### src/sv/mpfu_pkg.sv
package mpfu_pkg;

    localparam int NUM_CH  = 4;
    localparam int NUM_STG = 6;

    // Channel slots, in result order.
    localparam int CH_R = 0;
    localparam int CH_G = 1;
    localparam int CH_B = 2;
    localparam int CH_A = 3;

    // Configuration register indexes.
    localparam logic [2:0] REG_BPP   = 3'd0;
    localparam logic [2:0] REG_RED   = 3'd1;
    localparam logic [2:0] REG_GREEN = 3'd2;
    localparam logic [2:0] REG_BLUE  = 3'd3;
    localparam logic [2:0] REG_ALPHA = 3'd4;

    // Pixel size codes that select a masked mode; every other code is RGB.
    localparam logic [2:0] BPP_M16   = 3'd2;
    localparam logic [2:0] BPP_M32   = 3'd4;
    localparam logic [2:0] RESET_BPP = BPP_M32;

    localparam logic [31:0] RESET_MASK [NUM_CH] = '{
        32'h00FF_0000, 32'h0000_FF00, 32'h0000_00FF, 32'hFF00_0000
    };

    typedef enum logic [1:0] {
        MODE_RGB,
        MODE_M16,
        MODE_M32
    } t_mode;

    // Trailing zero count; an all-zero mask gives 32 so that the shift clears the word.
    function automatic logic [5:0] tz(input logic [31:0] m);
        logic [5:0] n;
        n = 6'd32;
        for (int i = 31; i >= 0; i--) begin
            if (m[i]) begin
                n = 6'(i);
            end
        end
        return n;
    endfunction

    // Largest channel value in 16-bit mode: the mask moved down to bit 0, low 16 bits.
    function automatic logic [15:0] maxf_of(input logic [31:0] m);
        logic [31:0] s;
        s = m >> tz(m);
        return s[15:0];
    endfunction

    function automatic t_mode mode_of(input logic [2:0] bpp);
        t_mode md;
        if (bpp == BPP_M16) begin
            md = MODE_M16;
        end else if (bpp == BPP_M32) begin
            md = MODE_M32;
        end else begin
            md = MODE_RGB;
        end
        return md;
    endfunction

endpackage

### src/sv/masked_pixel_format_unpacker_top.sv
// Masked pixel unpacker. Each input item is one little-endian pixel word; each result
// item is 8-bit red, green, blue and alpha plus a has_alpha flag. In 4-byte mode a
// channel is the word ANDed with its mask, shifted down by the mask's trailing zero
// count and cut to 8 bits. In 2-byte mode the low 16 bits are masked the same way and
// the channel value v is scaled exactly to floor(v * 255 / maxfield), where maxfield is
// the shifted mask; a mask that leaves maxfield zero gives 0. Any other size code is
// 3-byte mode: bytes 0 and 2 swap places (BGR to RGB), alpha is 0 and has_alpha is low.
// The block takes one item per clock while o_in_ready is high. The depth is set
// by the 2-byte scaling: one stage extracts the fields, one forms v * 255, and four
// stages run a restoring divider, two quotient bits each.
// All modes share the same six-stage path so results always leave in order. A stall at
// the output holds the last stage; earlier stages keep filling bubbles, so the input
// stays ready until every stage is full. The configuration port is always ready;
// registers must be written only while no item is in flight.
module masked_pixel_format_unpacker_top
    import mpfu_pkg::*;
(
    input  logic        i_clk,
    input  logic        i_rst_n,

    input  logic        i_cfg_valid,
    output logic        o_cfg_ready,
    input  logic [2:0]  i_cfg_index,
    input  logic [31:0] i_cfg_data,

    input  logic        i_in_valid,
    output logic        o_in_ready,
    input  logic [31:0] i_pixel_word,

    output logic        o_out_valid,
    input  logic        i_out_ready,
    output logic [7:0]  o_red,
    output logic [7:0]  o_green,
    output logic [7:0]  o_blue,
    output logic [7:0]  o_alpha,
    output logic        o_has_alpha
);

    // Configuration. The shift count and maxfield of each mask are worked out when the
    // mask is written, so the item path never searches a mask.
    t_mode       r_mode;
    logic [31:0] r_mask [NUM_CH];
    logic [5:0]  r_sh   [NUM_CH];
    logic [15:0] r_maxf [NUM_CH];

    logic              bpp_we;
    logic [NUM_CH-1:0] mask_we;
    logic [5:0]        wr_sh;
    logic [15:0]       wr_maxf;

    assign o_cfg_ready = 1'b1;

    always_comb begin
        bpp_we  = 1'b0;
        mask_we = '0;
        unique case (i_cfg_index)
            REG_BPP:   bpp_we        = 1'b1;
            REG_RED:   mask_we[CH_R] = 1'b1;
            REG_GREEN: mask_we[CH_G] = 1'b1;
            REG_BLUE:  mask_we[CH_B] = 1'b1;
            REG_ALPHA: mask_we[CH_A] = 1'b1;
            default:   ;
        endcase
        wr_sh   = tz(i_cfg_data);
        wr_maxf = maxf_of(i_cfg_data);
    end

    always_ff @(posedge i_clk) begin
        if (!i_rst_n) begin
            r_mode <= mode_of(RESET_BPP);
            for (int c = 0; c < NUM_CH; c++) begin
                r_mask[c] <= RESET_MASK[c];
                r_sh[c]   <= tz(RESET_MASK[c]);
                r_maxf[c] <= maxf_of(RESET_MASK[c]);
            end
        end else if (i_cfg_valid) begin
            if (bpp_we) begin
                r_mode <= mode_of(i_cfg_data[2:0]);
            end
            for (int c = 0; c < NUM_CH; c++) begin
                if (mask_we[c]) begin
                    r_mask[c] <= i_cfg_data;
                    r_sh[c]   <= wr_sh;
                    r_maxf[c] <= wr_maxf;
                end
            end
        end
    end

    // Pipeline. Stage 0 extracts, stage 1 forms v * 255, stages 2 to 5 divide.
    // r_stg_byte carries the finished value for the RGB and 4-byte modes.
    // r_stg_rem carries v, then v * 255, then the running remainder.
    logic [NUM_STG-1:0] r_vld;
    logic [NUM_STG-1:0] n_vld;
    logic [NUM_STG-1:0] stg_rdy;
    t_mode              r_stg_mode [NUM_STG];
    t_mode              n_stg_mode [NUM_STG];
    logic [7:0]         r_stg_byte [NUM_STG][NUM_CH];
    logic [7:0]         n_stg_byte [NUM_STG][NUM_CH];
    logic [23:0]        r_stg_rem  [NUM_STG][NUM_CH];
    logic [23:0]        n_stg_rem  [NUM_STG][NUM_CH];
    logic [7:0]         r_stg_quo  [NUM_STG][NUM_CH];
    logic [7:0]         n_stg_quo  [NUM_STG][NUM_CH];

    logic [31:0] word_eff;
    logic [31:0] shv;
    logic [15:0] v;
    logic [23:0] t_rem;
    logic [23:0] d_sh;
    logic [7:0]  t_quo;
    logic [2:0]  bit_idx;

    // A stage can load when it is empty or when the stage after it moves on.
    always_comb begin
        stg_rdy[NUM_STG-1] = !r_vld[NUM_STG-1] || i_out_ready;
        for (int k = NUM_STG - 2; k >= 0; k--) begin
            stg_rdy[k] = !r_vld[k] || stg_rdy[k+1];
        end
    end

    assign o_in_ready = stg_rdy[0];

    always_comb begin
        word_eff = '0;
        shv      = '0;
        v        = '0;
        t_rem    = '0;
        d_sh     = '0;
        t_quo    = '0;
        bit_idx  = '0;

        // Stage 0: mask and align each field. In 2-byte mode only the low half counts.
        n_vld[0]      = i_in_valid;
        n_stg_mode[0] = r_mode;
        word_eff      = (r_mode == MODE_M16) ? {16'h0000, i_pixel_word[15:0]} : i_pixel_word;
        for (int c = 0; c < NUM_CH; c++) begin
            shv = (word_eff & r_mask[c]) >> r_sh[c];
            if (r_mode == MODE_M32) begin
                n_stg_byte[0][c] = shv[7:0];
            end else if (r_mode == MODE_RGB && c != CH_A) begin
                // Red comes from byte 2 and blue from byte 0.
                n_stg_byte[0][c] = i_pixel_word[(2 - c) * 8 +: 8];
            end else begin
                n_stg_byte[0][c] = 8'h00;
            end
            n_stg_rem[0][c] = {8'h00, shv[15:0]};
            n_stg_quo[0][c] = 8'h00;
        end

        // Stage 1: v * 255 as (v << 8) - v.
        n_vld[1]      = r_vld[0];
        n_stg_mode[1] = r_stg_mode[0];
        for (int c = 0; c < NUM_CH; c++) begin
            v                = r_stg_rem[0][c][15:0];
            n_stg_byte[1][c] = r_stg_byte[0][c];
            n_stg_rem[1][c]  = {v, 8'h00} - {8'h00, v};
            n_stg_quo[1][c]  = 8'h00;
        end

        // Stages 2 to 5: restoring division by maxfield, most significant bits first.
        // The quotient never exceeds 255 because v is never above maxfield.
        for (int k = 2; k < NUM_STG; k++) begin
            n_vld[k]      = r_vld[k-1];
            n_stg_mode[k] = r_stg_mode[k-1];
            for (int c = 0; c < NUM_CH; c++) begin
                t_rem = r_stg_rem[k-1][c];
                t_quo = r_stg_quo[k-1][c];
                for (int j = 0; j < 2; j++) begin
                    bit_idx = 3'(11 - 2 * k - j);
                    d_sh    = {8'h00, r_maxf[c]} << bit_idx;
                    if (t_rem >= d_sh) begin
                        t_rem          = t_rem - d_sh;
                        t_quo[bit_idx] = 1'b1;
                    end
                end
                n_stg_byte[k][c] = r_stg_byte[k-1][c];
                n_stg_rem[k][c]  = t_rem;
                n_stg_quo[k][c]  = t_quo;
            end
        end
    end

    always_ff @(posedge i_clk) begin
        if (!i_rst_n) begin
            r_vld <= '0;
        end else begin
            for (int k = 0; k < NUM_STG; k++) begin
                if (stg_rdy[k]) begin
                    r_vld[k] <= n_vld[k];
                end
            end
        end
    end

    always_ff @(posedge i_clk) begin
        for (int k = 0; k < NUM_STG; k++) begin
            if (stg_rdy[k] && n_vld[k]) begin
                r_stg_mode[k] <= n_stg_mode[k];
                for (int c = 0; c < NUM_CH; c++) begin
                    r_stg_byte[k][c] <= n_stg_byte[k][c];
                    r_stg_rem[k][c]  <= n_stg_rem[k][c];
                    r_stg_quo[k][c]  <= n_stg_quo[k][c];
                end
            end
        end
    end

    // Result selection from the last stage, which doubles as the output register.
    logic [7:0] res [NUM_CH];

    always_comb begin
        for (int c = 0; c < NUM_CH; c++) begin
            if (r_stg_mode[NUM_STG-1] != MODE_M16) begin
                res[c] = r_stg_byte[NUM_STG-1][c];
            end else if (r_maxf[c] == 16'h0000) begin
                res[c] = 8'h00;
            end else begin
                res[c] = r_stg_quo[NUM_STG-1][c];
            end
        end
    end

    assign o_out_valid = r_vld[NUM_STG-1];
    assign o_red       = res[CH_R];
    assign o_green     = res[CH_G];
    assign o_blue      = res[CH_B];
    assign o_alpha     = res[CH_A];
    assign o_has_alpha = (r_stg_mode[NUM_STG-1] != MODE_RGB);

`ifndef ASSERT_OFF
    // A result without alpha must carry a zero alpha field.
    a_rgb_alpha_zero: assert property (@(posedge i_clk) disable iff (!i_rst_n)
        o_out_valid && !o_has_alpha |-> o_alpha == 8'h00)
        else $error("alpha not zero on an RGB result");

    // When the output drains, no stage may hold back the input.
    a_no_backpressure: assert property (@(posedge i_clk) disable iff (!i_rst_n)
        i_out_ready |-> o_in_ready)
        else $error("input stalled while output drains");

    // Reset empties the pipeline.
    a_reset_empty: assert property (@(posedge i_clk)
        !i_rst_n |=> !o_out_valid)
        else $error("result valid right after reset");

    // After the last division step the remainder is below the divisor.
    for (genvar g = 0; g < NUM_CH; g++) begin : g_div_chk
        a_div_rem: assert property (@(posedge i_clk) disable iff (!i_rst_n)
            r_vld[NUM_STG-1] && r_stg_mode[NUM_STG-1] == MODE_M16 && r_maxf[g] != 16'h0000
            |-> r_stg_rem[NUM_STG-1][g] < {8'h00, r_maxf[g]})
            else $error("division remainder not below maxfield");
    end
`endif

endmodule

### config.mk
export PLATFORM = sky130hd
export DESIGN_NAME = masked_pixel_format_unpacker_top
export DESIGN_NICKNAME = d
export VERILOG_FILES = /design/src/sv/mpfu_pkg.sv /design/src/sv/masked_pixel_format_unpacker_top.sv
export SDC_FILE = /design/constraint.sdc
export NUM_CORES = 2
export LEC_CHECK = 0
export BUFFER_PORTS_ARGS = -buffer_cell sky130_fd_sc_hd__clkbuf_2
export CAP_MARGIN = 20
export CORE_ASPECT_RATIO = 0.75
export CORE_MARGIN = 10
export CORE_UTILIZATION = 60
export CTS_CLUSTER_DIAMETER = 100
export DETAILED_ROUTE_END_ITERATION = 8
export PLACE_DENSITY = 0.82
export SYNTH_ARGS = -nofsm -noshare
export SYNTH_HDL_FRONTEND = slang
export SYNTH_SLANG_ARGS = --single-unit
### constraint.sdc
create_clock -name i_clk -period 22 [get_ports i_clk]
set_input_delay 1.1 -clock i_clk [delete_from_list [all_inputs] [get_ports i_clk]]
set_output_delay 1.1 -clock i_clk [all_outputs]
set_load 0.005 [all_outputs]
==> impl_results.md <==
* All-Layer GR Usage at between 20 and 30%
* Number of max-cap violations at 0
* Initial Util at approximately 60%
* GR Overflow Total at 0
* CTS Hold Bufs at 0
* Die Ht at ~320 um
* H-tree levels at 3
* Dominant cell type by area after synthesis: edfxtp_1
* Rows at about 110
* # DRC at 0
* Yosys top cell area share at 40.7%
* Synthesized area per cell at around 10 um2
* Synth Area in Adders at 10.6%
* PnR worst setup slack at between 10000 and 15000 ps
* Total CTS buffers at 95
* Number of synthesized flops with an enable pin at roughly 950
* Hold_ws at 399 ps
* Final Hold Vio Count at 0
* Clk_lat worst skew at 720 ps
* Pwr dens at 83.7 mW/mm2
* Antenna viol nets, final at 0
* Pre-CTS WS at around 15000 ps
* IO Pins at 108
* Post-CTS Resized at 0
* Top cells by area, synth: edfxtp_1, ha_1, xnor2_1, mux2i_1, mux2_2
* Slew margin rel. at between 20% and 30%
* Routed vias at 56900
* Worst setup path class: reg -> reg
* Final Total Pwr at between 6 and 7 mW
* Period Utilization, post-route at around a third
* Commonest non-fill, non-tap cells in the layout: edfxtp_1, nor2_1, nand2_1
* Worst-margin pin slew at roughly 1200 ps
* Ys async rst share at 0%
* Maximum vdd drop at between 70 and 80 uV
* Area Growth Syn to Fin at 7.87%
* CTS sink count at 956
* Die area at about 0.13 mm2
* HP Class: reg -> reg
* Die Width at between 400 and 500 um
* Main combinational cell family by area after synthesis: simple AND/OR/NAND/NOR gates
* Crit-path max FO at 27
* CTS max path bufs at 3
* First-pass GRT wire length at roughly 300000 um
* Final Non-Filler Cells at around 8800
* TNS Setup at 0 ps
* TritonCTS clock tree: done
* Share of layout cells above drive strength 1 at roughly 9.8%
* Multiplexer share of the synthesized area at under 10%
* Largest net degree at the start of global routing at 147
* Detailed Routing Iterations Pass 1 at 7
* Wire length per cell at between 20 and 25 um
* Synth Area in Compound Gates at between 10% and 20%
* DR iter-0 viols at 7164
* Required @ worst endpoint at between 20000 and 25000 ps
* Gpl congestion at 0.999
* Clk root buf: clkbuf_16
* F_max at 131 MHz
* Design Area, Final at approximately 0.075 mm2
* DP Area at between 0.07 and 0.08 mm2
* Number of synthesized register bits at 956
* Clock Skew at 39.7 ps
* Status: finished clean
* Core Area at ~0.12 mm2
* Antenna violations before repair at 16
* Port buffer count at roughly 110
* Final min period at about 7600 ps
* Net count, final at between 7000 and 8000
* Syn Nets at ~7800
* Synthesized netlist cell count at between 7000 and 8000
* Seq/Total Area, Yosys at between 40% and 50%
* Vias/cell at approximately 6.5
* Yosys Warn Count at 0
* RSZ-0062 raised after global routing: false
* Synth Area in XOR/XNOR at under 10%
* Setup crit start kind: register
* Post-synthesis cell type count at 100
* Pins Over Slew Limit at 0
* Primary FF master, synth: edfxtp_1
* DP Wirelength at 146000 um
* CP Data Arrival Time at between 8000 and 9000 ps
* Leak Pwr at slightly below 30 nW
* Worst setup EP type: register
* Setup Buffers After CTS at 0
* Syn Std Cell Area at 0.0700 mm2
* Setup-failing EPs final at 0
* Post-Synth Simple-Gate Area at 15.7%
* Finished Core Util at 65.2%
* Clk slew on worst S/H paths at around 60 ps
* Most common cell after layout, fill and taps aside: edfxtp_1
* Routed WL at 198000 um
* Placed Cells incl. Taps at 8574
* Vias in the first global route at between 50000 and 60000
critical path, stage by stage, from the launching register on:
cell	delay [ps]
edfxtp_1	380
inv_1	430
ha_1	380
o21ai_0	480
a21oi_1	120
a211oi_1	540
o31a_1	310
and2_1	620
inv_1	460
o21ai_0	480
fa_1	300
nor2b_1	60
o21a_1	180
o21ai_0	220
a31oi_1	130
nor2_1	150
o21bai_1	110
o311a_1	310
a211oi_1	470
nand4b_2	710
mux2_2	530
synthesized netlist by cell type, drive strengths merged, types with 14 or more instances:
library cell / instances
mux2: 238
xor2: 114
nand2b: 98
buf: 59
nand3b: 57
fa: 28
edfxtp: 948
nor3: 137
inv: 347
o21bai: 49
a211oi: 79
o211ai: 21
or2: 47
nor2: 642
a21o: 177
a211o: 15
a31o: 16
xnor2: 327
mux2i: 276
o22ai: 14
a2111oi: 14
o21ai: 465
clkbuf: 197
a22o: 34
nand2: 556
a21boi: 33
and3: 31
or4: 25
nand3: 216
o31ai: 43
o21a: 85
and2: 99
nor2b: 97
ha: 548
nor3b: 16
o31a: 14
a21oi: 522
nand4: 79
a31oi: 41
or3: 49
nor4: 74
flip-flops by register name, indices dropped and copies added, names as in the netlist:
register and cells:
r_sh 24, r_vld 6, r_stg_mode 12, r_stg_rem 448, r_mask 128, r_stg_quo 80
r_maxf 64, r_mode 2, r_stg_byte 192
logic make-up (layout without fill, tap and decap cells):
family                     count (synthesis)  in the layout
and+or+nand+nor                         2258           2258
muxes                                    527            527
AOI/OAI and AO/OA                       1752           1752
buffers and inverters                    603            709
adders and majority gates                576            576
other                                      1             10
DFF                                      956            956
xor gates and xnor gates                 441            441
layer usage:
metal  vias up  track usage [%]  routed length (um)
met5         -                0                 128
met4        18             10.6                7130
met3       421             7.24               23100
met2      2968             42.5               82800
met1     27100             41.1               84500
li1      26400                -                   -
final timing paths:
check             slack [ps]  cells after the start          endpoint             start
setup / recovery       14380                     20  r_stg_rem[2][59]      r_maxf[1][7]
hold / removal           400                      0  r_stg_byte[3][7]  r_stg_byte[2][7]
setup reg to reg       14380                     20  r_stg_rem[2][59]      r_maxf[1][7]
hold reg to reg          400                      0  r_stg_byte[3][7]  r_stg_byte[2][7]
power breakdown:
part           total [mW]  leakage, nW  switching (mW)  internal, mW
Clock                1.68         1.51           0.737         0.939
Sequential           2.28         8.87          0.0815          2.20
Combinational        2.36         18.9            1.34          1.02
final cells by class:
cell class	count	area (um2)
diodes	9	22.5
clock buffers	114	2470
clock inverters	64	693
fillers	8990	40200
inverters	347	1300
multi-input cells	5555	39200
flip-flops and latches	956	28600
well taps	1540	1930
repair buffers	184	1250
Power figures use the tool's default switching activity.
